[config.mk]
export PLATFORM = sky130hd
export DESIGN_NAME = bsc_shade
export DESIGN_NICKNAME = d
export VERILOG_FILES = /design/src/rtl/core/bsc_pkg.sv /design/src/rtl/core/bsc_shade.sv
export SDC_FILE = /design/constraint.sdc
export NUM_CORES = 2
export LEC_CHECK = 0
export BUFFER_PORTS_ARGS = -buffer_cell sky130_fd_sc_hd__buf_2
export CAP_MARGIN = 25
export CORE_UTILIZATION = 60
export DETAILED_ROUTE_END_ITERATION = 8
export GPL_TIMING_DRIVEN = 0
export MAX_ROUTING_LAYER = met4
export PLACE_DENSITY = 0.84
export SKIP_LAST_GASP = 1
export SYNTH_ARGS = -nofsm -noshare
export SYNTH_HDL_FRONTEND = slang
export SYNTH_SLANG_ARGS = --single-unit
export TNS_END_PERCENT = 20
[constraint.sdc]
create_clock -name clk -period 14.8 [get_ports clk]
set_input_delay 2.22 -clock clk [delete_from_list [all_inputs] [get_ports clk]]
set_output_delay 2.22 -clock clk [all_outputs]
set_load 0.03 [all_outputs]
[src/rtl/core/bsc_pkg.sv]
// Shared constants and types for the bevel shadow color unit.
package bsc_pkg;

  localparam int CHANNEL_BITS_DEF = 16;
  localparam int FIELD_BITS       = 16;
  localparam int FRAC_BITS        = 16;

  // Q16 luma weights
  localparam logic [15:0] K_LUMA_R = 16'd19660;
  localparam logic [15:0] K_LUMA_G = 16'd38666;
  localparam logic [15:0] K_LUMA_B = 16'd7208;

  // Q16 shading factors
  localparam logic [15:0] K_DARK_BOT   = 16'd13107;
  localparam logic [15:0] K_DARK_TOP   = 16'd32768;
  localparam logic [15:0] K_LIGHT_BOT  = 16'd13107;
  localparam logic [15:0] K_LIGHT_TOP  = 16'd62259;
  localparam logic [15:0] K_FB_BASE    = 16'd39321;
  localparam logic [15:0] K_FT_BASE    = 16'd26214;
  localparam logic [15:0] K_FT_SLOPE   = 16'd19660;
  localparam int          FB_SLOPE_SH  = 14;

  typedef enum logic [1:0] {
    BAND_DARK  = 2'd0,
    BAND_MID   = 2'd1,
    BAND_LIGHT = 2'd2,
    BAND_MONO  = 2'd3
  } band_t;

endpackage

[src/rtl/core/bsc_shade.sv]
// Per-channel shading products and final top/bottom colors (stages 7-8).
module bsc_shade #(
  parameter int CB = bsc_pkg::CHANNEL_BITS_DEF
) (
  input  logic                clk,
  input  logic [1:0]          en,
  input  logic [2:0][CB-1:0]  color,
  input  bsc_pkg::band_t      band,
  input  logic [15:0]         fb,
  input  logic [15:0]         ft,
  output logic [2:0][CB-1:0]  top_o,
  output logic [2:0][CB-1:0]  bot_o,
  output bsc_pkg::band_t      band_o
);
  import bsc_pkg::*;

  localparam int PW = CB + 16;
  localparam logic [CB-1:0] CMAX = CB'((1 << CB) - 1);

  // stage 7
  logic [2:0][CB-1:0]  inv, a_b, a_t;
  logic [15:0]         kb, kt;
  logic [2:0][PW-1:0]  pb_r, pt_r, pb_nxt, pt_nxt;
  logic [2:0][CB-1:0]  c7_r;
  band_t               band7_r;
  // stage 8
  logic [2:0][CB-1:0]  hb, ht;
  logic [2:0][CB-1:0]  top_r, bot_r, top_nxt, bot_nxt;
  band_t               band8_r;

  always_comb begin
    case (band)
      BAND_DARK:  begin kb = K_DARK_BOT;  kt = K_DARK_TOP;  end
      BAND_LIGHT: begin kb = K_LIGHT_BOT; kt = K_LIGHT_TOP; end
      default:    begin kb = fb;          kt = ft;          end
    endcase
    for (int i = 0; i < 3; i++) begin
      inv[i]    = CMAX - color[i];
      a_b[i]    = (band == BAND_DARK) ? inv[i] : color[i];
      a_t[i]    = (band == BAND_LIGHT) ? color[i] : inv[i];
      pb_nxt[i] = PW'(a_b[i]) * PW'(kb);
      pt_nxt[i] = PW'(a_t[i]) * PW'(kt);
    end
  end

  always_comb begin
    for (int i = 0; i < 3; i++) begin
      hb[i] = pb_r[i][FRAC_BITS +: CB];
      ht[i] = pt_r[i][FRAC_BITS +: CB];
      case (band7_r)
        BAND_DARK: begin
          top_nxt[i] = c7_r[i] + ht[i];
          bot_nxt[i] = c7_r[i] + hb[i];
        end
        BAND_LIGHT: begin
          top_nxt[i] = ht[i];
          bot_nxt[i] = hb[i];
        end
        BAND_MID: begin
          top_nxt[i] = c7_r[i] + ht[i];
          bot_nxt[i] = c7_r[i] - hb[i];
        end
        default: begin
          top_nxt[i] = CMAX;
          bot_nxt[i] = '0;
        end
      endcase
    end
  end

  always_ff @(posedge clk) begin
    if (en[0]) begin
      pb_r    <= pb_nxt;
      pt_r    <= pt_nxt;
      c7_r    <= color;
      band7_r <= band;
    end
    if (en[1]) begin
      top_r   <= top_nxt;
      bot_r   <= bot_nxt;
      band8_r <= band7_r;
    end
  end

  assign top_o  = top_r;
  assign bot_o  = bot_r;
  assign band_o = band8_r;

endmodule

== Word-level counts from Yosys, hierarchy flattened ==
Index checks and enable logic that the tools add are counted.
Word-level totals
  register bits: 340
  input bits: 85
  output and inout port bits: 98
Cells by class
  add/subtract/negate cells: 12
  $mul: 6
  equality and inequality tests: 3
  multiplexer cells: 14
  reductions and logical operators: 4
Operators with widths (count)
  multiplier 16 x 16 -> 32 bit: 6
  case mux 16 bit (3 select lines): 3
  case mux 16 bit (2 select lines): 4
  2-to-1 mux 16 bit: 7
  adder 16 bit: 6
  subtractor 16 bit: 3
  subtractor 16 bit, first input constant: 3
  == test 2 bit, second input constant: 2
  zero test 2 bit: 2
  OR reduction 2 bit: 2
  == test 2 x 1 -> 1 bit, second input constant: 1

== Longest topological paths before layout ==
  depth in word-level cells: 4
  gate-level depth with buffers: 29
  depth with buffers taken out: 25

== Worst setup path before layout ==
Ideal clock, no wire load.
  kind: input-to-reg
  start: input port band[0]
  end: register pb_r, in the netlist hb[15] (data pin)
  library setup time: 0.274 ns
  data arrival time: 9.077 ns
  required time: 14.526 ns
  path slack: 5.449 ns
  stages: 28
  buffers on the path: 4
  cell sequence: buf_4 clkbuf_1 nor2_1 clkbuf_1 buf_2 xor2_1 nand2_1 fa_1 inv_1 fa_1 inv_1 fa_1 inv_1 fa_1 fa_1 inv_1 fa_1 inv_1 ha_1 a211oi_1 o211ai_1 nand4_1 o211ai_4 a31oi_4 o21ai_4 a41o_2 nor4_1 a311oi_2
RTL lines
  start, declared: RTL line bsc_shade.sv:8  | input bsc_pkg::band_t band,
  end signal, assigned: RTL line bsc_shade.sv:73  | pb_r <= pb_nxt;
  end, declared: RTL line bsc_shade.sv:23  | logic [2:0][PW-1:0] pb_r, pt_r, pb_nxt, pt_nxt;

==> run_results.csv <==
group,metric,value,unit
status,status,"finished clean",
clock_network,root_buffer,"clkbuf_16",
worst_hold_path,min_path_type,"flip-flop to flip-flop",
logic_synthesis,ys_top_cells_by_area,"fa_1 (38%), ha_1 (14%), edfxtp_1 (12%), inv_1 (8.3%), nand2_1 (4.9%)",
routing,ant_nets,0,
final_layout,area_growth,6.387,%
routing,routedWlPerCell,29.32,um
clock_network,post_cts_resized,0,
logic_synthesis,synth_cells,6820,
logic_synthesis,synth.cell_area,62080,um^2
clock_network,htreeDepth,1,
logic_synthesis,yosysWarningCount,0,
clock_network,clk_pin_slew,0.07,ns
timing,rsz0062_at_grt,"false",
floorplanning,core_area,102200,um^2
final_layout,multiInputGateArea,48410,um^2
timing,hold_viol,0,
logic_synthesis,synth_nets,8768,
critical_path,r2r-end,"bot_o[14]",
timing,clock.fmax,76.44,MHz
floorplanning,die_area,104800,um^2
timing,timing.final.max_slew_violations,0,
grt,grt_max_degree,82,
clock_network,cts_buffers,20,
floorplanning,io_pins,183,
floorplanning,rows,117,
place,placed_area,65130,um^2
timing,maxSlewHeadroom,0.1657,
routing,drt-initial-drc-count,6052,
timing,worstMarginPinSlew,1.243,ns
critical_path,worstReg2RegStart,"band7_r[0]",
critical_path,start_kind,"input pin",
final_layout,final_nets,9017,
critical_path,worst_ep_arrival_time,13.35,ns
floorplanning,fp.dieW,323.7,um
clock_network,post-cts-setup-buffers,0,
critical_path,end_kind,"flip-flop",
floorplanning,chipHeight,323.7,um
clock_network,cts.sinks,244,
logic_synthesis,synth_top_area_frac,0.3754,
timing,finalCritPeriodShare,0.8839,
timing,setup_tns,0,ns
critical_path,startpoint,"band[0]",
logic_synthesis,ys_ff_latch,244,
place,dp_cells,8401,
logic_synthesis,yosysSeqAreaShare,0.1180,
final_layout,nFillCells,8590,
grt,grt_pass1_wl,354900,um
final_layout,fin_area,66050,um^2
floorplanning,initial_core_util,0.6076,
grt,track_usage,0.4964,
routing,drt_wl_total,248700,um
timing,holdWs,0.6105,ns
routing,avgViaCountPerCell,6.154,
critical_path,ff2ff_setup_slack,9.64,ns
final_layout,fin_cells,8483,
critical_path,cp.required,15.07,ns
logic_synthesis,ys_types,76,
place,io_buffers,182,
grt,grt_pass1_vias,53067,
final_layout,drive_gt1_frac,0.06312,
logic_synthesis,synth_edf_count,244,
critical_path,endpoint,"ht[15]",
logic_synthesis,synthFlopType,"edfxtp_1",
critical_path,worstPathMaxFanout,12,
routing,drc_errors,0,
grt,antenna_found_initial,19,
logic_synthesis,yosys.area.top_type,"fa_1",
final_layout,layout_commonest_cell,"inv_1",
place,hpwl,206200,um
critical_path,crit_type,"input pin to flip-flop",
timing,period_minus_slack,13.08,ns
clock_network,cts_hold_buf,0,
clock_network,cts_max_path_buffers,3,
final_layout,layout_common_cells,"inv_1 (1367), fa_1 (1164), nand2_1 (806)",
final_layout,register_area,7327,um^2
grt,grt-ovfl-total,0,
place,place_congestion,1.065,
clock_network,clock_latency,0.55,ns
routing,firstDrtPassIters,7,
routing,vias,52205,
timing,fin_skew,0.01701,ns
critical_path,ff2ff_path_depth,14,
logic_synthesis,async_reset_ff_frac,0,
logic_synthesis,synth.avg_cell_area,9.103,um^2
flow_run,max-cap-violations,0,
timing,setup_viol_count_final,0,
clock_network,cts_tree,"done",
-- cell usage after synthesis (15+ instances only) --
cell / n
inv_1: 1367
fa_1: 1164
nand2_1: 806
ha_1: 699
nor2_1: 653
clkbuf_1: 285
xnor2_1: 250
edfxtp_1: 244
and3_1: 182
a21oi_1: 162
or2_2: 156
xor2_1: 134
o21ai_0: 123
a21o_1: 82
nand3_1: 45
and2_1: 42
nor3_1: 37
nand2b_1: 35
nor2b_1: 32
o31ai_1: 21
a31oi_1: 20
buf_1: 20
a211oi_1: 19
nand4_1: 17
o211ai_1: 17
o21a_1: 17
o21bai_1: 16
or3_1: 15
-- worst min path at each step --
stage                from         to  slack, ns  cells after the start
6_report            ht[0]   top_o[0]       0.61                      1
5_1_grt             ht[0]   top_o[0]       0.61                      1
4_1_cts             ht[0]   top_o[0]       0.60                      1
3_5_place_dp        ht[0]   top_o[0]       0.58                      1
3_3_place_gp       ht[20]  top_o[20]       0.59                      2
2_1_floorplan  band7_r[0]  band_o[0]       0.52                      0
-- cell type report --
cell class                 instances  share of cell area
buffer                           318             0.01845
timing repair buffer             227             0.02273
clock buffer                      23            0.008070
sequential                       244              0.1109
multi-input combinational       4891              0.7329
clock inverter                    12            0.002008
tap                             1368             0.02592
inverter                        1367             0.07769
antenna                           33            0.001250
-- state kept, by name, indices dropped and copies added (netlist names) --
signal and cells:
band7_r 2, band_o 2, bot_o 48, c7_r 48, hb 48, ht 48
top_o 48
-- worst max-delay path, cell delays in order --
cell,delay [ns]
buf_2,0.43
buf_4,0.44
nand2b_1,0.15
clkbuf_1,0.53
clkbuf_1,0.64
buf_1,0.92
nand2_1,0.55
clkbuf_1,0.63
nand2_1,0.26
fa_1,0.47
fa_1,0.52
inv_1,0.06
fa_1,0.50
inv_1,0.06
fa_1,0.59
fa_1,0.45
fa_1,0.50
inv_1,0.04
ha_1,0.35
and3_1,0.25
nand2_1,0.09
nor3_1,0.34
nand3_1,0.13
nor3b_1,0.85
o211ai_1,0.26
a21boi_1,0.33
a311oi_1,0.19
xnor2_1,0.51
-- stage by stage --
stage	worst slack (ns)	utilization
CTS	2.373	0.6439
finish	1.718	0.6464
global route	1.791	0.6461
global placement	2.055	0.6332
floorplan	5.449	-
detailed placement	1.896	0.6374
-- kinds of logic after synthesis --
logic type / count (synthesis) / share of synthesized area
mux: 6 / 0.0009674
compound gates: 581 / 0.06061
flops: 244 / 0.1180
simple gates: 2057 / 0.1477
buf+inv: 1685 / 0.1023
fa+ha+maj: 1863 / 0.5162
xor+xnor: 384 / 0.05418
-- layer usage --
metal | global-route usage | up-vias | share of wire
met5 | - | - | 0
met4 | 0.2940 | 0 | 0.076
met3 | 0.1785 | 945 | 0.15
met2 | 0.6905 | 3856 | 0.41
met1 | 0.6196 | 25835 | 0.37
li1 | - | 21569 | -
Power is not shown: default switching activity piles up to over one toggle a cycle in this logic, so the estimate is an artifact.
