## config.mk

```make
export PLATFORM = sky130hd
export DESIGN_NAME = bsc_bright
export DESIGN_NICKNAME = d
export VERILOG_FILES = /design/src/rtl/core/bsc_pkg.sv /design/src/rtl/core/bsc_bright.sv
export SDC_FILE = /design/constraint.sdc
export NUM_CORES = 1
export LEC_CHECK = 0
export BUFFER_PORTS_ARGS = -buffer_cell sky130_fd_sc_hd__clkbuf_2
export CORE_ASPECT_RATIO = 0.75
export CORE_MARGIN = 5
export CORE_UTILIZATION = 40
export CTS_BUF_LIST = sky130_fd_sc_hd__clkbuf_8
export CTS_CLUSTER_SIZE = 12
export DETAILED_ROUTE_END_ITERATION = 8
export PLACE_DENSITY = 0.66
export SLEW_MARGIN = 20
export SYNTH_ARGS = -nofsm -noshare
export SYNTH_HDL_FRONTEND = slang
export SYNTH_SLANG_ARGS = --single-unit
```

## constraint.sdc

```tcl
create_clock -name clk -period 5.73 [get_ports clk]
set_input_delay 0 -clock clk [delete_from_list [all_inputs] [get_ports clk]]
set_output_delay 0 -clock clk [all_outputs]
set_load 0.05 [all_outputs]
```

## src/rtl/core/bsc_pkg.sv

```systemverilog
// Shared constants and types for the bevel shadow color unit.
package bsc_pkg;

  localparam int CHANNEL_BITS_DEF = 16;
  localparam int FIELD_BITS       = 16;
  localparam int FRAC_BITS        = 16;

  // Q16 luma weights
  localparam logic [15:0] K_LUMA_R = 16'd19660;
  localparam logic [15:0] K_LUMA_G = 16'd38666;
  localparam logic [15:0] K_LUMA_B = 16'd7208;

  // Q16 shading factors
  localparam logic [15:0] K_DARK_BOT   = 16'd13107;
  localparam logic [15:0] K_DARK_TOP   = 16'd32768;
  localparam logic [15:0] K_LIGHT_BOT  = 16'd13107;
  localparam logic [15:0] K_LIGHT_TOP  = 16'd62259;
  localparam logic [15:0] K_FB_BASE    = 16'd39321;
  localparam logic [15:0] K_FT_BASE    = 16'd26214;
  localparam logic [15:0] K_FT_SLOPE   = 16'd19660;
  localparam int          FB_SLOPE_SH  = 14;

  typedef enum logic [1:0] {
    BAND_DARK  = 2'd0,
    BAND_MID   = 2'd1,
    BAND_LIGHT = 2'd2,
    BAND_MONO  = 2'd3
  } band_t;

endpackage

```

## src/rtl/core/bsc_bright.sv

```systemverilog
// Brightness pipeline: luma products, channel mean and blended brightness (stages 1-3).
module bsc_bright #(
  parameter int CB = bsc_pkg::CHANNEL_BITS_DEF
) (
  input  logic                clk,
  input  logic [2:0]          en,
  input  logic                mono,
  input  logic [2:0][CB-1:0]  color,
  output logic [2:0][CB-1:0]  color_o,
  output logic                mono_o,
  output logic [CB-1:0]       bright_o
);
  import bsc_pkg::*;

  localparam int SW = CB + 2;
  localparam int LW = CB + 16;
  localparam int DK = CB + 3;
  localparam int MW = 2 * SW;
  localparam int BW = CB + 18;
  localparam logic [SW-1:0] DIV3_M = SW'(((1 << DK) + 2) / 3);

  // stage 1
  logic [LW-1:0]         pr_r, pg_r, pb_r, pr_nxt, pg_nxt, pb_nxt;
  logic [SW-1:0]         sum3_r, sum3_nxt;
  logic [2:0][CB-1:0]    c1_r;
  logic                  m1_r;
  // stage 2
  logic [LW-1:0]         luma_r, luma_nxt;
  logic [MW-1:0]         mprod_r, mprod_nxt;
  logic [2:0][CB-1:0]    c2_r;
  logic                  m2_r;
  // stage 3
  logic [CB-1:0]         mean;
  logic [BW-1:0]         bsum;
  logic [CB-1:0]         bright_r, bright_nxt;
  logic [2:0][CB-1:0]    c3_r;
  logic                  m3_r;

  always_comb begin
    pr_nxt   = LW'(color[0]) * LW'(K_LUMA_R);
    pg_nxt   = LW'(color[1]) * LW'(K_LUMA_G);
    pb_nxt   = LW'(color[2]) * LW'(K_LUMA_B);
    sum3_nxt = SW'(color[0]) + SW'(color[1]) + SW'(color[2]);
  end

  always_comb begin
    luma_nxt  = pr_r + pg_r + pb_r;
    mprod_nxt = MW'(sum3_r) * MW'(DIV3_M);
  end

  always_comb begin
    mean       = mprod_r[DK +: CB];
    bsum       = (BW'(mean) << 14) + ((BW'(luma_r) + (BW'(luma_r) << 1)) >> 2);
    bright_nxt = bsum[FRAC_BITS +: CB];
  end

  always_ff @(posedge clk) begin
    if (en[0]) begin
      pr_r   <= pr_nxt;
      pg_r   <= pg_nxt;
      pb_r   <= pb_nxt;
      sum3_r <= sum3_nxt;
      c1_r   <= color;
      m1_r   <= mono;
    end
    if (en[1]) begin
      luma_r  <= luma_nxt;
      mprod_r <= mprod_nxt;
      c2_r    <= c1_r;
      m2_r    <= m1_r;
    end
    if (en[2]) begin
      bright_r <= bright_nxt;
      c3_r     <= c2_r;
      m3_r     <= m2_r;
    end
  end

  assign color_o  = c3_r;
  assign mono_o   = m3_r;
  assign bright_o = bright_r;

endmodule

```

-- After elaboration in Yosys (flattened, before gate mapping)
Index checks and enable logic that the tools add are counted.
- input port bits: 53
- output and inout port bits: 65
- word-level logic and storage cells: 29
- flip-flop bits (word level): 334
- $add $sub $neg: 6
- $mul: 4
- operators by type and width (cell ; number):
    18-bit by 18-bit multiplier with 35-bit output (second input constant) ; 1
    32-bit by 33-bit adder with 34-bit output ; 1
    30-bit by 32-bit adder with 32-bit output ; 1
    31-bit by 32-bit adder with 32-bit output ; 1
    32-bit by 29-bit adder with 32-bit output ; 1
    16-bit by 15-bit multiplier with 31-bit output (second input constant) ; 1
    16-bit by 13-bit multiplier with 29-bit output (second input constant) ; 1
    16-bit by 10-bit multiplier with 26-bit output (second input constant) ; 1
    17-bit by 16-bit adder with 18-bit output ; 1
    16-bit by 16-bit adder with 17-bit output ; 1

-- Longest topological paths before layout
- word-level depth: 2
- gate-level depth with buffers: 22
- mapped depth without buffers: 22

-- Worst setup path after synthesis
OpenSTA, ideal clock, no wires.
- path kind: register to register
- start: register sum3_r[2]
- end: register mprod_r[34] (data pin)
- setup time: 0.260 ns
- clock period less this slack: 6.219 ns
- path buffers: 0
- data arrival time: 5.959 ns
- path slack: -0.489 ns
- cell stages (with the launch flop): 22
- data required time: 5.470 ns
- cell sequence: edfxtp_1 > ha_1 > fa_1 > inv_1 > fa_1 > inv_1 > fa_1 > fa_1 > inv_1 > fa_1 > inv_1 > ha_1 > a21o_1 > a21oi_1 > o21ai_0 > or3_1 > o21ai_1 > o21ai_1 > o41a_1 > a311o_1 > a21oi_1 > xnor2_1
- cells in the longest elaborated chain, start to end: 1
- ends and longest elaborated chain (what ; RTL line ; RTL):
    start: declaration ; bsc_bright.sv:24 ; logic [SW-1:0] sum3_r, sum3_nxt;
    start signal: assignment ; bsc_bright.sv:62 ; sum3_r <= sum3_nxt;
    18-bit by 18-bit multiplier with 35-bit output ; bsc_bright.sv:48 ; mprod_nxt = MW'(sum3_r) * MW'(DIV3_M);
    via mprod_nxt[34] ; bsc_bright.sv:29 ; logic [MW-1:0] mprod_r, mprod_nxt;
    end signal: assignment ; bsc_bright.sv:68 ; mprod_r <= mprod_nxt;
    end: declaration ; bsc_bright.sv:29 ;
The timed path passes the listed nets, and every way through them passes these cells.
A chain may end at the register's enable or synchronous reset.

-- Worst setup path after layout
- start: register sum3_r[10]
- end: register mprod_r[34] (data pin)
Same word-level chain as after synthesis.

==> impl_results.md <==
- Status: finished, violations left
- Failing checks: setup timing
- Area grow syn2layout: 15.2%
- Family with the most delay on the worst path: adder cells
- Total track usage: 0.178
- Max_cap viols: 0
- Worst skew pair latency: 0.71 ns
- Synth Instances: 2532
- Crit Path Class: reg -> reg
- DRC: 0
- Die area: 78600 um^2
- Die height: 244 um
- Post-synthesis sequential area ratio: 0.317
- Global-route wire length before repair: 109000 um
- Vias: 18800
- Tcrit/Tclk final: 1.01
- H-tree depth: 2
- Vias per cell: 4.88
- Clock Path Buffers: 3
- Worst EP required: 6.13 ns
- Cell taking the most area after synthesis: edfxtp_1
- Sink Count: 308
- Predominant post-synthesis flop cell: edfxtp_1
- RSZ-0062 raised after global routing: true
- Initial antenna violation count: 2
- Core box area: 72100 um^2
- CTS Buf Count: 56
- Yosys top cell area share: 0.317
- CTS tree: yes
- Routed WL per cell: 17.8 um
- Post-synth EDFFs: 308
- Core Rows: 85
- GPL Wtd Cong: 0.917
- Crit path cell chain: buf_4 -> buf_4 -> fa_1 -> inv_1 -> fa_1 -> fa_1 -> fa_1 -> inv_1 -> ha_1 -> ha_1 -> o21a_1 -> a21oi_2 -> o21ai_2 -> or3_4 -> o21ai_4 -> o21ai_2 -> o41a_1 -> a311o_1 -> a21oi_2 -> xnor2_1
- Vias in the first global route: 19700
- Initial Util: 0.405
- PortBufs: 117
- Asr flop ratio synth: 0
- Worst-path fanout max: 3
- Worst hold path class: in -> reg
- Final TNS setup: -0.142 ns
- Slew headroom: 0.317
- Nets@finish: 3741
- DP Wirelength: 56900 um
- Fin Clk Skew: 0.0718 ns
- Type of element capturing the critical path: flip-flop
- Crit-path slowest cell: fa_1
- Antenna viol nets, final: 0
- Cell Area, Synth: 29200 um^2
- Buf/Inv on CP: 4
- Final WL: 68800 um
- Final Setup Violations: 4
- Largest net degree at the start of global routing: 88
- Die X: 322 um
- Slew of the pin with the lowest slew margin: 1.02 ns
- Grt ovf: 0
- Layout cell share with drive strength beyond 1: 0.120
- Yosys reg bits: 308
- Setup crit start kind: flip-flop
- Syn nets: 3420
- DR iter-0 viols: 1031
- Most used cell, CP: fa_1
- Io pins: 118
- Fin. Hold Viols: 0
- CP arrival: 6.20 ns
- Register area: 9250 um^2
- Pre-CTS setup slack: -0.204 ns
- CP peak stage delay: 0.55 ns
- Detailed Routing Iterations Pass 1: 5
- Clk pin slew, worst setup/hold paths: 0.06 ns
- Pins Over Slew Limit: 0
- CTS root buffer: clkbuf_8
- Filler cell count: 6644
- Final worst path period need: 5.81 ns
- Average size of a mapped cell: 11.5 um^2
- Synth unique cells: 60
- Syn. warnings: 0
- Multi-input gate area: 18100 um^2
- Final worst slack: -0.0763 ns
- Max Clock Freq: 172 MHz
- Area contributors post-synth: edfxtp_1 (32%), ha_1 (23%), fa_1 (20%)
==> cells in the mapped netlist, drive strengths merged (10+ instances only) <==
cell	number
edfxtp	308
nand2b	14
fa	298
nand3	34
nor3	31
a21oi	109
inv	561
a211oi	15
a21boi	10
xnor2	103
nor2	98
a21o	48
o21a	21
a31oi	15
xor2	44
nand4	11
ha	537
or3	13
nor2b	17
o21ai	68
and3	11
o21bai	15
nand2	61
==> flip-flops by register name (all words and copies together), names as in the netlist, 16 cells and up <==
signal and flops:
bright_o 16, c1_r 48, c2_r 47, color_o 48, luma_r 31, mprod_r 16
pb_r 24, pg_r 29, pr_r 28, sum3_r 18
==> area by class of cell <==
class | count | share of cell area
Multi-Input combinational cell | 1660 | 0.538
Clock inverter | 48 | 0.0111
Timing Repair Buffer | 266 | 0.0551
Tap cell | 957 | 0.0356
Inverter | 561 | 0.0626
Sequential cell | 308 | 0.275
Clock buffer | 56 | 0.0229
Antenna cell | 1 | 0.0000744
==> metal layers <==
| metal | track usage | share of wire | up-vias |
|---|---|---|---|
| li1 | - | - | 9234 |
| met1 | 0.257 | 0.48 | 9053 |
| met2 | 0.276 | 0.43 | 429 |
| met3 | 0.0438 | 0.072 | 86 |
| met4 | 0.0352 | 0.018 | 2 |
| met5 | 0 | 0.00019 | - |
==> through the flow <==
stage	cells	util	hold slack, ns	instance area [um^2]
after global routing	3856	0.466	0.162	33600
after global placement	3691	0.441	0.179	31800
after CTS	3852	0.465	0.0973	33500
final	3857	0.466	0.183	33600
after detailed placement	3691	0.441	0.179	31800
after floorplan	2532	-	0.0989	29300
==> worst paths after layout <==
path               from     endpoint  slack (ns)  depth (start not counted)
min reg2reg    c1_r[28]     c2_r[28]        0.38                          0
min            color[5]      c1_r[5]        0.18                          2
max reg2reg  sum3_r[10]  mprod_r[34]       -0.08                         20
max          sum3_r[10]  mprod_r[34]       -0.08                         20
==> layout by cell type (no fill, tap or decap), types with 7 or more instances in the layout <==
cell type and count:
fa_1 296, buf_4 97, o2111ai_1 7, nand3_1 33
a21o_1 48, xor2_1 43, a21boi_0 10, xnor2_1 103
a31oi_1 14, ha_4 12, dlygate4sd3_1 53, o21bai_1 15
clkbuf_2 114, nor2_1 98, edfxtp_1 308, or3_1 11
o21a_1 21, nand2_1 61, clkinv_1 12, nor2b_1 17
clkbuf_8 56, nand4_1 11, clkinv_2 12, ha_1 524
o21ai_0 62, a21oi_1 104, and3_1 10, or2_2 8
a211oi_1 12, inv_1 569, and2_1 7, nand2b_1 14
nor3_1 31
==> cells by family (layout without fill, tap and decap cells) <==
group,count (synthesis),in the layout,synth area share
compound gates,358,358,0.0792
buf+inv,564,931,0.0725
xor+xnor,147,147,0.0441
flops,308,308,0.317
fa+ha+maj,835,835,0.434
mux,2,2,0.000686
other cells,0,1,0
simple gates,318,318,0.0525
==> repair_timing <==
item                                   in CTS  in global routing
gates resized for setup                     4                 16
endpoints found under the hold margin     190                  0
setup buffers                               4                  4
pin swaps                                   9                  9
hold buffers                               53                  0
setup endpoints to repair                   4                 11
Power is not shown: default switching activity piles up to over one toggle a cycle in this logic, so the estimate is an artifact.
