==> src/rtl/core/bsc_pkg.sv <==
// Shared constants and types for the bevel shadow color unit.
package bsc_pkg;

  localparam int CHANNEL_BITS_DEF = 16;
  localparam int FIELD_BITS       = 16;
  localparam int FRAC_BITS        = 16;

  // Q16 luma weights
  localparam logic [15:0] K_LUMA_R = 16'd19660;
  localparam logic [15:0] K_LUMA_G = 16'd38666;
  localparam logic [15:0] K_LUMA_B = 16'd7208;

  // Q16 shading factors
  localparam logic [15:0] K_DARK_BOT   = 16'd13107;
  localparam logic [15:0] K_DARK_TOP   = 16'd32768;
  localparam logic [15:0] K_LIGHT_BOT  = 16'd13107;
  localparam logic [15:0] K_LIGHT_TOP  = 16'd62259;
  localparam logic [15:0] K_FB_BASE    = 16'd39321;
  localparam logic [15:0] K_FT_BASE    = 16'd26214;
  localparam logic [15:0] K_FT_SLOPE   = 16'd19660;
  localparam int          FB_SLOPE_SH  = 14;

  typedef enum logic [1:0] {
    BAND_DARK  = 2'd0,
    BAND_MID   = 2'd1,
    BAND_LIGHT = 2'd2,
    BAND_MONO  = 2'd3
  } band_t;

endpackage

==> src/rtl/core/bsc_factor.sv <==
// Band decision and middle-band factors with divide-by-full-scale folding (stages 4-6).
module bsc_factor #(
  parameter int CB = bsc_pkg::CHANNEL_BITS_DEF
) (
  input  logic                clk,
  input  logic [2:0]          en,
  input  logic                mono,
  input  logic [2:0][CB-1:0]  color,
  input  logic [CB-1:0]       bright,
  output logic [2:0][CB-1:0]  color_o,
  output bsc_pkg::band_t      band_o,
  output logic [15:0]         fb_o,
  output logic [15:0]         ft_o
);
  import bsc_pkg::*;

  localparam int CMAX = (1 << CB) - 1;
  localparam int XW   = CB + 15;
  localparam int RW   = 18;
  localparam logic [CB+6:0] DARK_LIM  = (CB+7)'(15 * CMAX);
  localparam logic [CB+1:0] LIGHT_LIM = (CB+2)'(3 * CMAX);

  // stage 4
  band_t               band_nxt, band4_r;
  logic [XW-1:0]       xb_r, xt_r, xb_nxt, xt_nxt;
  logic [2:0][CB-1:0]  c4_r;
  // stage 5
  logic [RW-1:0]       q1b_r, r1b_r, q1t_r, r1t_r;
  logic [RW-1:0]       q1b_nxt, r1b_nxt, q1t_nxt, r1t_nxt;
  band_t               band5_r;
  logic [2:0][CB-1:0]  c5_r;
  // stage 6
  logic [RW-1:0]       q2b, r2b, q2t, r2t, qb, qt;
  logic [15:0]         fb_r, ft_r, fb_nxt, ft_nxt;
  band_t               band6_r;
  logic [2:0][CB-1:0]  c6_r;

  always_comb begin
    if (mono) begin
      band_nxt = BAND_MONO;
    end else if ((CB+7)'(bright) * (CB+7)'(100) < DARK_LIM) begin
      band_nxt = BAND_DARK;
    end else if (((CB+2)'(bright) << 2) > LIGHT_LIM) begin
      band_nxt = BAND_LIGHT;
    end else begin
      band_nxt = BAND_MID;
    end
    xb_nxt = XW'(bright) << FB_SLOPE_SH;
    xt_nxt = XW'(bright) * XW'(K_FT_SLOPE);
  end

  // x / (2^CB - 1): fold high part into low part twice, then one correction
  always_comb begin
    q1b_nxt = RW'(xb_r >> CB);
    r1b_nxt = RW'(xb_r[CB-1:0]) + RW'(xb_r >> CB);
    q1t_nxt = RW'(xt_r >> CB);
    r1t_nxt = RW'(xt_r[CB-1:0]) + RW'(xt_r >> CB);
  end

  always_comb begin
    q2b    = r1b_r >> CB;
    r2b    = RW'(r1b_r[CB-1:0]) + q2b;
    qb     = q1b_r + q2b + RW'(r2b >= RW'(CMAX));
    q2t    = r1t_r >> CB;
    r2t    = RW'(r1t_r[CB-1:0]) + q2t;
    qt     = q1t_r + q2t + RW'(r2t >= RW'(CMAX));
    fb_nxt = K_FB_BASE - qb[15:0];
    ft_nxt = K_FT_BASE + qt[15:0];
  end

  always_ff @(posedge clk) begin
    if (en[0]) begin
      band4_r <= band_nxt;
      xb_r    <= xb_nxt;
      xt_r    <= xt_nxt;
      c4_r    <= color;
    end
    if (en[1]) begin
      q1b_r   <= q1b_nxt;
      r1b_r   <= r1b_nxt;
      q1t_r   <= q1t_nxt;
      r1t_r   <= r1t_nxt;
      band5_r <= band4_r;
      c5_r    <= c4_r;
    end
    if (en[2]) begin
      fb_r    <= fb_nxt;
      ft_r    <= ft_nxt;
      band6_r <= band5_r;
      c6_r    <= c5_r;
    end
  end

  assign color_o = c6_r;
  assign band_o  = band6_r;
  assign fb_o    = fb_r;
  assign ft_o    = ft_r;

endmodule

==> config.mk <==
export PLATFORM = sky130hd
export DESIGN_NAME = bsc_factor
export DESIGN_NICKNAME = d
export VERILOG_FILES = /design/src/rtl/core/bsc_pkg.sv /design/src/rtl/core/bsc_factor.sv
export SDC_FILE = /design/constraint.sdc
export NUM_CORES = 1
export LEC_CHECK = 0
export BUFFER_PORTS_ARGS = -buffer_cell sky130_fd_sc_hd__buf_2
export CAP_MARGIN = 10
export CORE_ASPECT_RATIO = 0.5
export CORE_MARGIN = 4
export CORE_UTILIZATION = 47
export DETAILED_ROUTE_END_ITERATION = 16
export GPL_ROUTABILITY_DRIVEN = 0
export GPL_TIMING_DRIVEN = 0
export PLACE_DENSITY = 0.69
export SYNTH_ARGS = -nofsm -noshare
export SYNTH_HDL_FRONTEND = slang
export SYNTH_SLANG_ARGS = --single-unit
==> constraint.sdc <==
create_clock -name clk -period 7.27 [get_ports clk]
set_input_delay 0.727 -clock clk [delete_from_list [all_inputs] [get_ports clk]]
set_output_delay 0.727 -clock clk [all_outputs]
set_load 0.05 [all_outputs]
# Word level (Yosys, flattened, before mapping)
# Cells that the tools add are included.
dict set report word_totals {
  regBits 292
  ram_bits 0
  elab_cells 38
  mem_bits_ro 0
  latch_bits 0
  out_inout_bits 82
  mem_count 0
}
dict set report op_classes {
  bitwise 0
  multipliers 2
  shift 0
  mux 2
  n_lt_le_gt_ge 4
  n_div 0
  n_reduce_logical 0
  n_addsub 10
  eq_ne 0
}
# cell n
set op_table {}
lappend op_table {{16-bit by 2-bit adder with 17-bit output} 2}
lappend op_table {{17-bit by 16-bit greater-or-equal comparator with 1-bit output (second input constant)} 2}
lappend op_table {{16-bit by 13-bit multiplier with 29-bit output (second input constant)} 1}
lappend op_table {{23-bit by 20-bit less-than comparator with 1-bit output (second input constant)} 1}
lappend op_table {{16-bit by 5-bit multiplier with 21-bit output (second input constant)} 1}
lappend op_table {{18-bit greater-than comparator (second input constant)} 1}
lappend op_table {{16-bit by 14-bit adder with 17-bit output} 1}
lappend op_table {{16-bit by 15-bit adder with 17-bit output} 1}
lappend op_table {{15-bit by 1-bit adder with 16-bit output} 1}
lappend op_table {{15-bit by 16-bit adder with 16-bit output (first input constant)} 1}
lappend op_table {{15-bit by 2-bit adder with 16-bit output} 1}
lappend op_table {{16-bit by 1-bit adder with 16-bit output} 1}
lappend op_table {{16-bit subtractor (first input constant)} 1}
lappend op_table {{14-bit by 2-bit adder with 15-bit output} 1}
lappend op_table {{2-bit two-way mux} 2}

# Depth between registers and ports, before layout
# Gate-level depths: netlist of the first run.
dict set report logic_depth {
  word_depth 4
  mapped_depth 18
  ltp_nobuf 17
}

# Least setup slack after synthesis of the first run
# Ideal clock, no wire load.
dict set report synth_timing {
  path_type {input -> register}
  from {input port bright[10]}
  to {register xt_r[28], data pin}
  stages 17
  n_path_buf 0
  setup_slack_ns 1.895
  t_required_ns 7.132
  t_arrival_ns 5.237
  path_cell_list {ha_1 > inv_1 > fa_1 > inv_1 > fa_1 > fa_1 > inv_1 > fa_1 > inv_1 > ha_1 > a21oi_1 > o2111ai_1 > o21bai_2 > or3b_1 > a311oi_2 > mux2_2 > nor2_1}
}
dict set report synth_via {
  elab_chain_cells 1
}
# item line
set synth_lines {}
lappend synth_lines {{start: declaration} bsc_factor.sv:9} ;# input logic [CB-1:0] bright,
lappend synth_lines {{16-bit by 13-bit multiplier with 29-bit output} bsc_factor.sv:49} ;# xt_nxt = XW'(bright) * XW'(K_FT_SLOPE);
lappend synth_lines {{via xt_nxt[28]} bsc_factor.sv:25} ;# logic [XW-1:0] xb_r, xt_r, xb_nxt, xt_nxt;
lappend synth_lines {{end signal: assignment} bsc_factor.sv:75} ;# xt_r <= xt_nxt;
lappend synth_lines {{end: declaration} bsc_factor.sv:25}
# The timed path passes the listed nets, and every way through them passes these cells.
# A chain may end at the register's enable or synchronous reset.

# Worst setup path in the final report of the first run
dict set report layout_timing {
  from {input port bright[6]}
  to {register xt_r[27], data pin}
}
# Same word-level chain as after synthesis.

==> results, run 1 <==
- The via count of the first global-routing pass is 9014.
- The routed layout has 8737 vias.
- The share of Yosys cell area claimed by the top area cell type is 0.556.
- The number of diodes added for antenna fixing is 0.
- Measured against its own limit, the worst slew margin works out to 0.470.
- The run finished with clean final reports.
- After synthesis, the cell types taking the most area are edfxtp_1 56%, ha_1 13%, fa_1 9.8%.
- For this design, the CTS-stage hold fixing added 0 buffers.
- After clock tree synthesis, the clock-pin slew on the worst setup and hold paths is 0.06 ns.
- Post-CTS repair changed the size of 0 cells.
- The maximum number of pins on one net before global-route repair is 56.
- The number of setup violations in the final report is 0.
- The number of cells on the worst reg-to-reg path is 15.
- The number of nets produced by synthesis is 1365.
- Counting every instance in the synthesized netlist gives 1074.
- The initialized floorplan defines 45 standard-cell rows.
- The total non-filler cell area in the finished layout is 16800 um^2.
- The complex-gate fraction of the synthesized area is 0.0720.
- Measured on the finished design, the core utilization comes to 0.550.
- The tightest hold path in the finished design has a slack of 0.376 ns.
- CTS placed an instance of clkbuf_16 at the clock tree root.
- The half-perimeter wire length of the detailed placement result is 22300 um.
- The clock reaches the later pin of the worst-skew pair after 0.52 ns.
- For this design the top-level I/O count stands at 151.
- Input and output buffers added on the ports amount to 150.
- The die covers 34300 um^2.
- The global router's overall resource usage is 0.169.
- Timing analysis after detailed placement gives a worst setup slack of 1.10 ns.
- The required time of the critical path is 7.53 ns.
- For this run, the register share of the synthesized area comes to 0.556.
- Of the total synthesized cell area, the portion taken by XOR and XNOR cells is 0.0364.
- The share of post-route cells with drive strength above 1 is 0.160.
- Measured against the total synthesized area, the mux share comes to 0.000767.
- The max-cap violation count is 0.
- The worst hold path class is in2reg.
- Counting flops with a built-in enable in the synthesized netlist gives 272.
- The count of final hold-check violations is 0.
- The number of design-rule violations left by the first detailed-router iteration is 492.
- After floorplanning, the core was sized to cover 30600 um^2.
- The critical path is of the in2reg type.
- The shortest clock period the worst path allows after layout is 5.68 ns.
- The worst clock skew is 0.00716 ns.
- Counting flops and latches in the post-synthesis netlist gives 272.
- The analysis attributes to cell leakage a power of 7.23 nW.
- The cell area reported after detailed placement is 16100 um^2.
- Measured along the y axis, the die boundary spans 133 um.
- Once placement completed, the tool counted placed cells totaling 1650.
- Walking the worst path, the cells encountered are buf_2 -> ha_1 -> clkbuf_1 -> xor2_1 -> ha_1 -> a21o_1 -> fa_1 -> fa_1 -> inv_1 -> fa_1 -> inv_1 -> ha_1 -> a21oi_1 -> o2111ai_1 -> a41oi_1 -> nor3_1 -> o31ai_1 -> nor3_1 -> a211o_1.
- The netlist area before placement is 14700 um^2.
- The total overflow left after global routing is 0.
- In this run the number of cells on the critical path is 19.
- By area, the combinational part of the netlist is dominated by adder cells.
- The wire length of the first global-routing pass is 46800 um.
- The final count of pins violating max slew is 0.
- Of the available clock period, the critical path in the final layout requires 0.781.
- The dominant register cell in the synthesized netlist is edfxtp_1.
- The endpoint class of the critical path is a flip-flop.
- The number of buffers and inverters on the critical path is 4.
- The maximum buffer depth of the clock tree is 3.
- The unique cell type count in the Yosys netlist is 62.
- Broken down by cell family, the worst path's largest delay share belongs to adder cells.
- The worst hold path cell count is 1.
- Post-CTS timing repair inserted 0 buffers for setup.
- Summed over all layers, the routed wires come to 28700 um.
- Counting the buffers created by CTS gives 26.
- The cell with the biggest individual delay on the critical path is o31ai_1.
- The delay contributed by the slowest stage of the critical path is 0.71 ns.
- The startpoint type of the worst setup path is a primary input.
- The clock drives 272 sinks.
- A synthesized cell averages 13.7 um^2.
- The cell taking the most area after synthesis is edfxtp_1.
- The share of synthesized cell area in full adder, half adder and majority cells is 0.226.
- For this configuration, the core starts out at a cell density of 0.480.
- The number of vias per cell is 5.16.
- The number of antenna violations at the first check in global routing is 0.
- The number of routed nets with antenna violations is 0.
- The routed wirelength normalized by instance count is 16.9 um.
- The die is 258 um wide.
- The final worst-path setup slack is 1.59 ns.
- During synthesis, Yosys emitted a total of 0 warnings.
- The first detailed-routing pass took 6 iterations.
- The share of flip-flops with an asynchronous set or reset is 0.
- The maximum vdd drop is 0.000227 V.
- The layout-stage area growth over the synthesis result is 14.5%.
- In the synthesized netlist, the cells that appear most often are 272 x edfxtp_1, 204 x inv_1, 150 x ha_1, 72 x fa_1, 41 x a21oi_1.
- The maximum clock frequency is 176 MHz.
- The dominant cell by count in the synthesized netlist is edfxtp_1.
- The remaining routing DRC violations is 0.
- The peak fanout along the critical path is 6.
- The total power consumption of the routed design is 6.28 mW.
- At the pin with the least slew margin, the transition time is 0.788 ns.
- TritonCTS built the clock tree.
- In this run the number of H-tree levels came out at 1.
- The simple logic cell fraction of the synthesized area is 0.0538.
- For the worst setup path, the data arrival time is 5.94 ns.
- The final net count is 1546.
- For this run, the number of standard cells in the final layout without fillers is 1693.
- Setup repair after global routing left no endpoint under its margin.
- The total negative setup slack is 0 ns.
- The power density over the cells is 373 nW/um^2.
==> layout by cell type, fill, tap and decap left out, types with 4 or more instances in the layout <==
cell type | synthesis | routed
xnor2_1 | 38 | 38
a21oi_1 | 41 | 41
o21bai_1 | 6 | 6
o21ai_0 | 20 | 20
fa_1 | 72 | 72
a31oi_1 | 11 | 11
nor4_1 | 9 | 9
or3_1 | 4 | 4
nor2_1 | 31 | 31
nor2b_1 | 5 | 5
clkbuf_16 | 0 | 26
edfxtp_1 | 272 | 272
clkinv_2 | 0 | 5
a211o_1 | 5 | 5
buf_2 | 0 | 147
nand4_1 | 12 | 12
clkinv_1 | 0 | 5
o2111ai_1 | 4 | 4
nand3_1 | 15 | 15
xor2_1 | 23 | 23
o21a_1 | 9 | 9
nor3_1 | 21 | 21
clkbuf_1 | 8 | 9
inv_1 | 204 | 204
a211oi_1 | 6 | 6
nand2_1 | 29 | 29
o211ai_1 | 4 | 4
ha_1 | 150 | 150
and3_1 | 4 | 4
and2_1 | 4 | 4
nand2b_1 | 5 | 5
a21o_1 | 10 | 10
==> flip-flops by register name (all words and copies together) (netlist names), 15 cells and up <==
register,count
ft_o,16
xb_r,15
xt_r,29
fb_o,16
c4_r,48
r1t_r,15
c5_r,48
color_o,48
q1t_r,15
==> layer usage <==
metal	track usage	up-vias	wire length, um
li1	-	4169	-
met1	0.225	4297	12400
met2	0.291	205	14100
met3	0.0239	66	1350
met4	0.0518	0	861
met5	0	-	0
==> report_power, final <==
part           internal (mW)  total, mW  switching, mW
combinational           1.08       2.80           1.72
clock                  0.655       1.21          0.550
sequential              2.16       2.27          0.116
==> worst reg2reg max path, stage by stage, from the launching register on <==
cell and delay (ns):
edfxtp_1 0.43, ha_1 0.23, ha_1 0.30, nand3_1 0.08, nor4_1 0.18, a21oi_1 0.10
or4_1 0.56, fa_1 0.41, ha_1 0.22, nand2b_1 0.10, a31oi_1 0.12, nand2b_1 0.12
a31oi_1 0.13, nand2b_1 0.13, a31oi_1 0.11, xor2_1 0.15
==> final cells by class <==
type,instances,area (um^2)
Fill cell,2498,13800
Tap cell,423,529
Timing Repair Buffer,153,841
Inverter,204,766
Multi-Input combinational cell,588,5710
Sequential cell,272,8170
Buffer,10,38.8
Clock buffer,27,654
Clock inverter,16,109
==> worst paths after layout <==
kind / startpoint / end / slack (ns)
max: bright[6] / xt_r[27] / 1.59
max reg2reg: r1t_r[16] / ft_o[14] / 3.64
min reg2reg: c5_r[28] / color_o[28] / 0.42
min: color[25] / c4_r[25] / 0.38
==> kinds of logic (layout without fill, tap and decap cells) <==
| logic type | count (synthesis) | in the layout |
|---|---|---|
| flops | 272 | 272 |
| fa+ha+maj | 222 | 222 |
| buf+inv | 214 | 410 |
| simple gates | 153 | 153 |
| compound gates | 151 | 151 |
| xor+xnor | 61 | 61 |
| mux | 1 | 1 |
Power figures use the tool's default switching activity.
==> run 2, diff against run 1 <==
ABC_AREA = 1   (was not set)
clock period = 5.94 ns   (was 7.27 ns; I/O delays follow)
==> run 2 against run 1 <==
Against the previous run:
- via count is 2.4% higher
- synthesized cell count rose by 14%
- critical path depth unchanged
- largest power group unchanged
==> results, run 2 <==
- The cell count after placement came to 1795 (+8.8%).
- The leakage power is 7.77 nW (+7.5%).
- The library cells used most frequently in the layout, excluding fill and tap cells, are 272 x edfxtp_1, 252 x inv_1, 150 x nand2_1, 150 x ha_1, 147 x buf_2.
- The TritonCTS clock tree is done.
- The cell count after synthesis is 1219 (+14%).
- The maximum clock frequency is 215 MHz.
- The die footprint is 34800 um^2 (+1.4%).
- The share of flip-flops with an asynchronous set or reset is 0 (unchanged).
- The share of the cycle needed by the critical path after routing is 0.782.
- The maximum vdd drop is 0.000258 V (+14%).
- The relative contribution of combinational cells to total power is 0.434 (-0.012).
- The post-CTS setup repair buffer count is 0 (unchanged).
- The clock network fraction of total power is 0.207 (+0.015).
- The count of flip-flops with a built-in enable after synthesis is 272 (unchanged).
- The relative contribution of sequential cells to total power is 0.359 (-0.003).
- The setup slack of the most critical reg-to-reg path is 2.35 ns (-1.29 ns).
- The cell-internal power is 4.82 mW (+24%).
- The number of nets produced by synthesis is 1510 (+11%).
- The sequential area share after synthesis is 0.548 (-0.00790).
- The final routed wirelength across all metal layers is 28800 um (+0.50%).
- The worst clock skew is 0.0104 ns (+0.00327 ns).
- The number of antenna violations at the first check in global routing is 0 (unchanged).
- The clock network latency to the later pin of the worst-skew pair was 0.52 ns (about the same).
- The first-pass iteration count of the detailed router is 5 (-1).
- The number of CTS-inserted buffers is 26 (unchanged).
- The routed wirelength normalized by instance count is 15.7 um (-7.6%).
- The via count of the first global-routing pass is 9440 (+4.7%).
- The maximum number of pins on one net before global-route repair is 58 (+3.6%).
- The final count of pins violating max slew is 0 (unchanged).
- The library cell used most frequently in the layout, excluding fill and tap cells, is edfxtp_1.
- The quantity of I/O buffers inserted on ports came to 150 (unchanged).
- The share of total power consumed by net switching is 0.379 (-0.000789).
- The number of vias per cell is 4.86 (-5.8%).
- The number of setup violations in the final report is 0 (unchanged).
- The worst path in the final design needs a cycle of 4.65 ns, including I/O delays and setup.
- The startpoint type of the worst setup path is a primary input.
- The depth of the CTS H-tree is 1 (unchanged).
- The critical path is of the in2reg type.
- The run finished with clean final reports.
- Setup repair after global routing left no endpoint under its margin.
- STA classifies the critical path endpoint as a flip-flop.
- The via total after detailed routing came to 8951 (+2.4%).
- The netlist area before placement is 14900 um^2 (+1.4%).
- The total negative setup slack is 0 ns (unchanged).
- The max-cap violation count was 0 (unchanged).
- The number of design-rule violations left by the first detailed-router iteration is 498 (+1.2%).
- The required time of the critical path was 6.21 ns (-1.32 ns).
- The count of pins on the block boundary is 151 (unchanged).
- The die extent in x is 260 um (+0.70%).
- The dominant register cell in the synthesized netlist is edfxtp_1.
- The initial core utilization is 0.484 (+0.00424).
- The wire length of the first global-routing pass is 47600 um (+1.8%).
- The half-perimeter wire length of the detailed placement result was 23000 um (+3.5%).
- The register area is 8170 um^2 (unchanged).
- The final net count is 1691 (+9.4%).
- The clock sink count came to 272 (unchanged).
- The synthesized area per cell is 12.2 um^2 (-11%).
- The critical path arrival is 4.92 ns (-1.02 ns).
- The final worst-path setup slack is 1.29 ns (-0.299 ns).
- The dominant cell by count in the synthesized netlist is edfxtp_1.
- The number of diodes added for antenna fixing is 0 (unchanged).
- The count of final hold-check violations is 0 (unchanged).
- The vertical die dimension is 134 um (+0.67%).
- The share of post-route cells with drive strength above 1 is 0.152 (-0.00752).
- The global route total overflow is 0 (unchanged).
- The peak fanout along the critical path was 6 (unchanged).
- Counting instances in the post-synthesis netlist gives the leading cell types as 272 x edfxtp_1, 252 x inv_1, 150 x ha_1, 150 x nand2_1, 72 x fa_1.
- The standard cell core area is 30700 um^2 (+0.55%).
- The cell taking the most area after synthesis is edfxtp_1.
- The post-CTS clock slew at the launch and capture registers of the worst setup and hold paths is 0.06 ns (about the same).
- The number of routed nets with antenna violations was 0 (unchanged).
- The switching power summed over all nets is 2.94 mW (+23%).
- The row count came to 45 (unchanged).
- The area occupied by multi-input gates came to 5740 um^2 (+0.57%).
- The buffer cell driving the clock tree root is clkbuf_16.
- The total of hold buffers inserted after clock tree synthesis is 0 (unchanged).
- The pin slew with the least headroom to its limit is 0.637 ns (-0.151 ns).
- The global router's overall resource usage came to 0.169 (about the same).
- The filler-free cell count of the finished design is 1841 (+8.7%).
- Sorting the synthesized cells by area gives the leading types as edfxtp_1 55%, ha_1 13%, fa_1 9.7%.
- The power density over the cells is 453 nW/um^2 (+21%).
- The worst setup slack after placement is 0.790 ns (-0.306 ns).
- The number of gates given a new drive strength after cts is 0 (unchanged).
- From synthesis to final layout, the design area changed by 14.8%.
- The unique cell type count in the Yosys netlist is 37 (-40%).
- The count of synthesis-stage warnings from yosys was 0 (unchanged).
- The remaining routing DRC violations is 0 (unchanged).
- The headroom to the max-slew limit came to 0.575 (+0.105).
- The fill cell instance count of the final layout was 2570 (+2.9%).
- The maximum buffer depth of the clock tree is 3 (unchanged).
- The number of flip-flops and latches in the synthesized netlist is 272 (unchanged).
- The worst hold path belongs to the class in2reg.
- The share of Yosys cell area claimed by the top area cell type was 0.548 (-0.00790).
## run 2: cell count changes in the layout (fill, tap and decap cells not counted), sizes merged, moves of 7 or more
cell	before	now
nand3	15	42
nor2	31	68
o21ai	20	28
a21o	12	5
inv	204	260
nor3	21	7
a21oi	41	50
xnor2	38	17
nand2	29	158
nor4	9	0
xor2	23	46
## run 2: critical path, cell delays in order
cell     delay, ns
buf_2         0.18
ha_1          0.43
inv_1         0.10
fa_1          0.52
inv_1         0.05
fa_1          0.47
fa_1          0.55
inv_1         0.05
fa_1          0.52
inv_1         0.04
ha_1          0.38
a21oi_1       0.22
inv_1         0.06
a31oi_1       0.20
o21ai_1       0.08
nor2_1        0.20
nor2_1        0.07
nor2_1        0.12
xnor2_1       0.08
## run 2: kinds of logic after synthesis
| group | Yosys count | synth area share |
|---|---|---|
| buf+inv | 262 | 0.0660 |
| compound gates | 106 | 0.0412 |
| fa+ha+maj | 222 | 0.223 |
| xor+xnor | 63 | 0.0370 |
| flops | 272 | 0.548 |
| simple gates | 294 | 0.0846 |
## run 2: final timing paths
check	endpoint	start	cells past startpoint
setup / recovery	xt_r[26]	bright[10]	19
hold / removal	c4_r[34]	color[34]	1
setup reg to reg	ft_o[14]	q1t_r[0]	20
hold reg to reg	c5_r[37]	c4_r[37]	0
## run 2: layout make-up
class | count | share of cell area
plain buffers | 1 | 0.000220
well taps | 423 | 0.0310
inverters | 261 | 0.0573
repair buffers | 153 | 0.0492
clock buffers | 29 | 0.0387
clock inverters | 17 | 0.00995
flip-flops and latches | 272 | 0.478
multi-input cells | 685 | 0.336
## run 2: per-stage QoR
stage | area [um^2] | total power [mW] | hold WS (ns) | utilization
2_1_floorplan | 14900 | 5.37 | 0.400 | -
3_3_place_gp | 16200 | 6.08 | 0.400 | 0.526
3_5_place_dp | 16300 | 6.18 | 0.405 | 0.529
4_1_cts | 17100 | 7.82 | 0.214 | 0.556
5_1_grt | 17100 | 8.42 | 0.209 | 0.556
6_report | 17100 | 7.75 | 0.242 | 0.556
## run 2: power by group through the flow
stage	Clock (mW)	Combinational [mW]	Sequential (mW)
3_5_place_dp	0	3.35	2.83
2_1_floorplan	0	2.36	3.01
3_3_place_gp	0	3.26	2.82
5_1_grt	1.74	3.86	2.82
6_report	1.60	3.37	2.78
4_1_cts	1.66	3.37	2.79
## run 2: layer usage
layer	track usage	share of wire	vias to the layer above
li1	-	-	4425
met4	0.0431	0.025	0
met3	0.0230	0.033	55
met5	0	0	-
met2	0.305	0.50	178
met1	0.216	0.44	4293
==> run 3, diff against run 2 <==
ABC_AREA = 0   (was 1)
clock period = 4.7 ns   (was 5.94 ns; I/O delays follow)
==> run 3 against run 2 <==
Against the previous run:
- critical endpoint is now xt_r[28]
- combinational power rose by 50%
- sequential power grew 27%
- sequential share of layout area down 0.76 points
- highest routed layer unchanged
- clock-buffer cell count up 4
- via count down 1.2%
- global-route usage barely moved
- final cell count is 6.8% lower
- critical path depth down 1
- routed wire length rose by 0.42%
==> results, run 3 (synthesis gave the netlist of run 1 again) <==
- TritonCTS built the clock tree.
- The peak fanout along the critical path is 6 (unchanged).
- The via total after detailed routing is 8840 (-1.2%).
- The tightest min-delay check is of the in2reg type.
- The row count is 45 (unchanged).
- The standard cell core area is 30600 um^2 (-0.55%).
- The register area is 8170 um^2 (unchanged).
- The power density over the cells is 602 nW/um^2 (+33%).
- The post-CTS clock slew at the launch and capture registers of the worst setup and hold paths was 0.06 ns (about the same).
- The total power consumption of the routed design is 10.5 mW (+35%).
- The global router's overall resource usage was 0.168 (-0.000399).
- The kind of critical path is in2reg.
- The relative contribution of combinational cells to total power is 0.483 (+0.049).
- The maximum number of pins on one net before global-route repair came to 55 (-5.2%).
- The headroom to the max-slew limit was 0.594 (+0.0184).
- The leakage power was 7.36 nW (-5.3%).
- The number of vias per cell is 5.15 (+6.0%).
- The max-cap violation count is 0 (unchanged).
- The most frequent standard cell in the layout excluding fill and tap cells is edfxtp_1.
- The relative contribution of sequential cells to total power is 0.336 (-0.023).
- The root buffer cell chosen for the clock tree is clkbuf_16.
- The depth of the CTS H-tree is 1 (unchanged).
- The clock network fraction of total power was 0.181 (-0.026).
- The routed wirelength normalized by instance count came to 16.9 um (+7.8%).
- The number of setup violations in the final report came to 0 (unchanged).
- The final worst-path setup slack was 0.0519 ns (-1.24 ns).
- The clock network latency to the later pin of the worst-skew pair is 0.53 ns (about the same).
- The cell area reported after detailed placement came to 16300 um^2 (about the same).
- The final net count is 1565 (-7.5%).
- The endpoint class of the critical path is a flip-flop.
- The total of hold buffers inserted after clock tree synthesis came to 0 (unchanged).
- The number of routed nets with antenna violations is 0 (unchanged).
- The number of diodes added for antenna fixing was 0 (unchanged).
- The worst setup path is launched from a primary input.
- The cell count after placement is 1650 (-8.1%).
- The die extent in x came to 258 um (-0.69%).
- The remaining routing DRC violations is 0 (unchanged).
- The fill cell instance count of the final layout was 2440 (-5.1%).
- The critical path arrival came to 5.02 ns (+0.10 ns).
- The shortest clock period the worst path allows after layout is 4.65 ns.
- The via count of the first global-routing pass came to 9078 (-3.8%).
- The global route total overflow is 0 (unchanged).
- The total non-filler cell area in the finished layout is 17400 um^2 (+1.6%).
- Based on the critical path, the design can be clocked at up to 215 MHz.
- The half-perimeter wire length of the detailed placement result was 22300 um (-2.9%).
- The number of design-rule violations left by the first detailed-router iteration is 591 (+19%).
- The final count of pins violating max slew is 0 (unchanged).
- The initial core utilization came to 0.480 (-0.00424).
- Setup repair after global routing could not meet its margin everywhere.
- The cell-internal power is 6.57 mW (+36%).
- The die footprint is 34300 um^2 (-1.4%).
- The share of post-route cells with drive strength above 1 is 0.201 (+0.0489).
- Leaving out fill and tap cells, the most frequent cells in the layout are 272 x edfxtp_1, 196 x inv_1, 137 x buf_2, 131 x ha_1, 69 x fa_1.
- The layout-stage area growth over the synthesis result is 18.3%.
- The area occupied by multi-input gates is 6020 um^2 (+4.8%).
- The number of CTS-inserted buffers came to 26 (unchanged).
- The required time of the critical path came to 5.08 ns (-1.13 ns).
- The run finished with clean final reports.
- The maximum vdd drop came to 0.000390 V (+51%).
- The pin slew with the least headroom to its limit is 0.609 ns (-0.0276 ns).
- The clock sink count is 272 (unchanged).
- The wire length of the first global-routing pass came to 46500 um (-2.3%).
- Of the available clock period, the critical path in the final layout requires 0.989.
- The count of pins on the block boundary is 151 (unchanged).
- The worst setup slack after placement came to -0.764 ns (-1.55 ns).
- The number of antenna violations at the first check in global routing came to 0 (unchanged).
- The quantity of I/O buffers inserted on ports is 150 (unchanged).
- The first-pass iteration count of the detailed router is 7 (+2).
- The worst clock skew is 0.0158 ns (+0.00536 ns).
- The final routed wirelength across all metal layers is 28900 um (+0.42%).
- The filler-free cell count of the finished design is 1715 (-6.8%).
- The count of final hold-check violations is 0 (unchanged).
- The vertical die dimension is 133 um (-0.67%).
- The maximum buffer depth of the clock tree is 3 (unchanged).
- The share of total power consumed by net switching came to 0.372 (-0.00709).
- The switching power summed over all nets is 3.88 mW (+32%).
[run 3: final timing paths]
kind              from  cells past startpoint  slack [ns]    endpoint
min reg2reg    c5_r[6]                      0        0.41  color_o[6]
max          bright[7]                     18        0.05    xt_r[28]
max reg2reg  r1t_r[16]                     15        1.05    ft_o[14]
min           color[2]                      1        0.11     c4_r[2]
[run 3: worst max-delay path, stage by stage]
cell      delay [ns]
buf_6           0.12
ha_4            0.25
buf_8           0.13
xor2_1          0.14
ha_2            0.17
a21o_1          0.18
fa_1            0.51
fa_1            0.57
inv_2           0.04
fa_1            0.51
inv_2           0.04
ha_4            0.28
o211ai_1        0.15
o21bai_4        0.20
or3b_4          0.42
a311oi_4        0.39
mux2_4          0.34
nor2_2          0.09
[run 3: layer usage]
metal / global-route usage / share of wire / wire, um / vias up
li1: - / - / - / 4211
met1: 0.221 / 0.43 / 12300 / 4356
met2: 0.293 / 0.50 / 14400 / 211
met3: 0.0224 / 0.047 / 1350 / 62
met4: 0.0566 / 0.030 / 880 / 0
met5: 0 / 0 / 0 / -
[run 3: layout make-up]
type / count / share of cell area
plain buffers: 10 / 0.00346
clock buffers: 33 / 0.0390
clock inverters: 13 / 0.00555
inverters: 204 / 0.0441
multi-input cells: 588 / 0.347
flip-flops and latches: 272 / 0.470
well taps: 423 / 0.0305
repair buffers: 172 / 0.0608
[run 3: power by group through the flow]
stage / Sequential (mW) / Combinational, mW / Clock [mW]
after global routing: 3.55 / 5.56 / 2.06
after global placement: 3.56 / 4.47 / 0
after detailed placement: 3.57 / 4.61 / 0
after CTS: 3.52 / 4.71 / 1.95
after floorplan: 3.80 / 3.23 / 0
final: 3.52 / 5.05 / 1.89
[run 3: timing repair]
item,4_1_cts,5_1_grt
pin swaps,2,22
setup endpoints to repair,4,6
resized for setup,6,53
setup buffers,3,16
[run 3: stage by stage]
step	util	setup TNS [ns]	hold slack, ns
2_1_floorplan	-	0	0.400
3_3_place_gp	0.529	-4.87	0.401
3_5_place_dp	0.532	-5.54	0.405
4_1_cts	0.559	0	0.0812
5_1_grt	0.568	-0.0500	0.0849
6_report	0.568	0	0.114
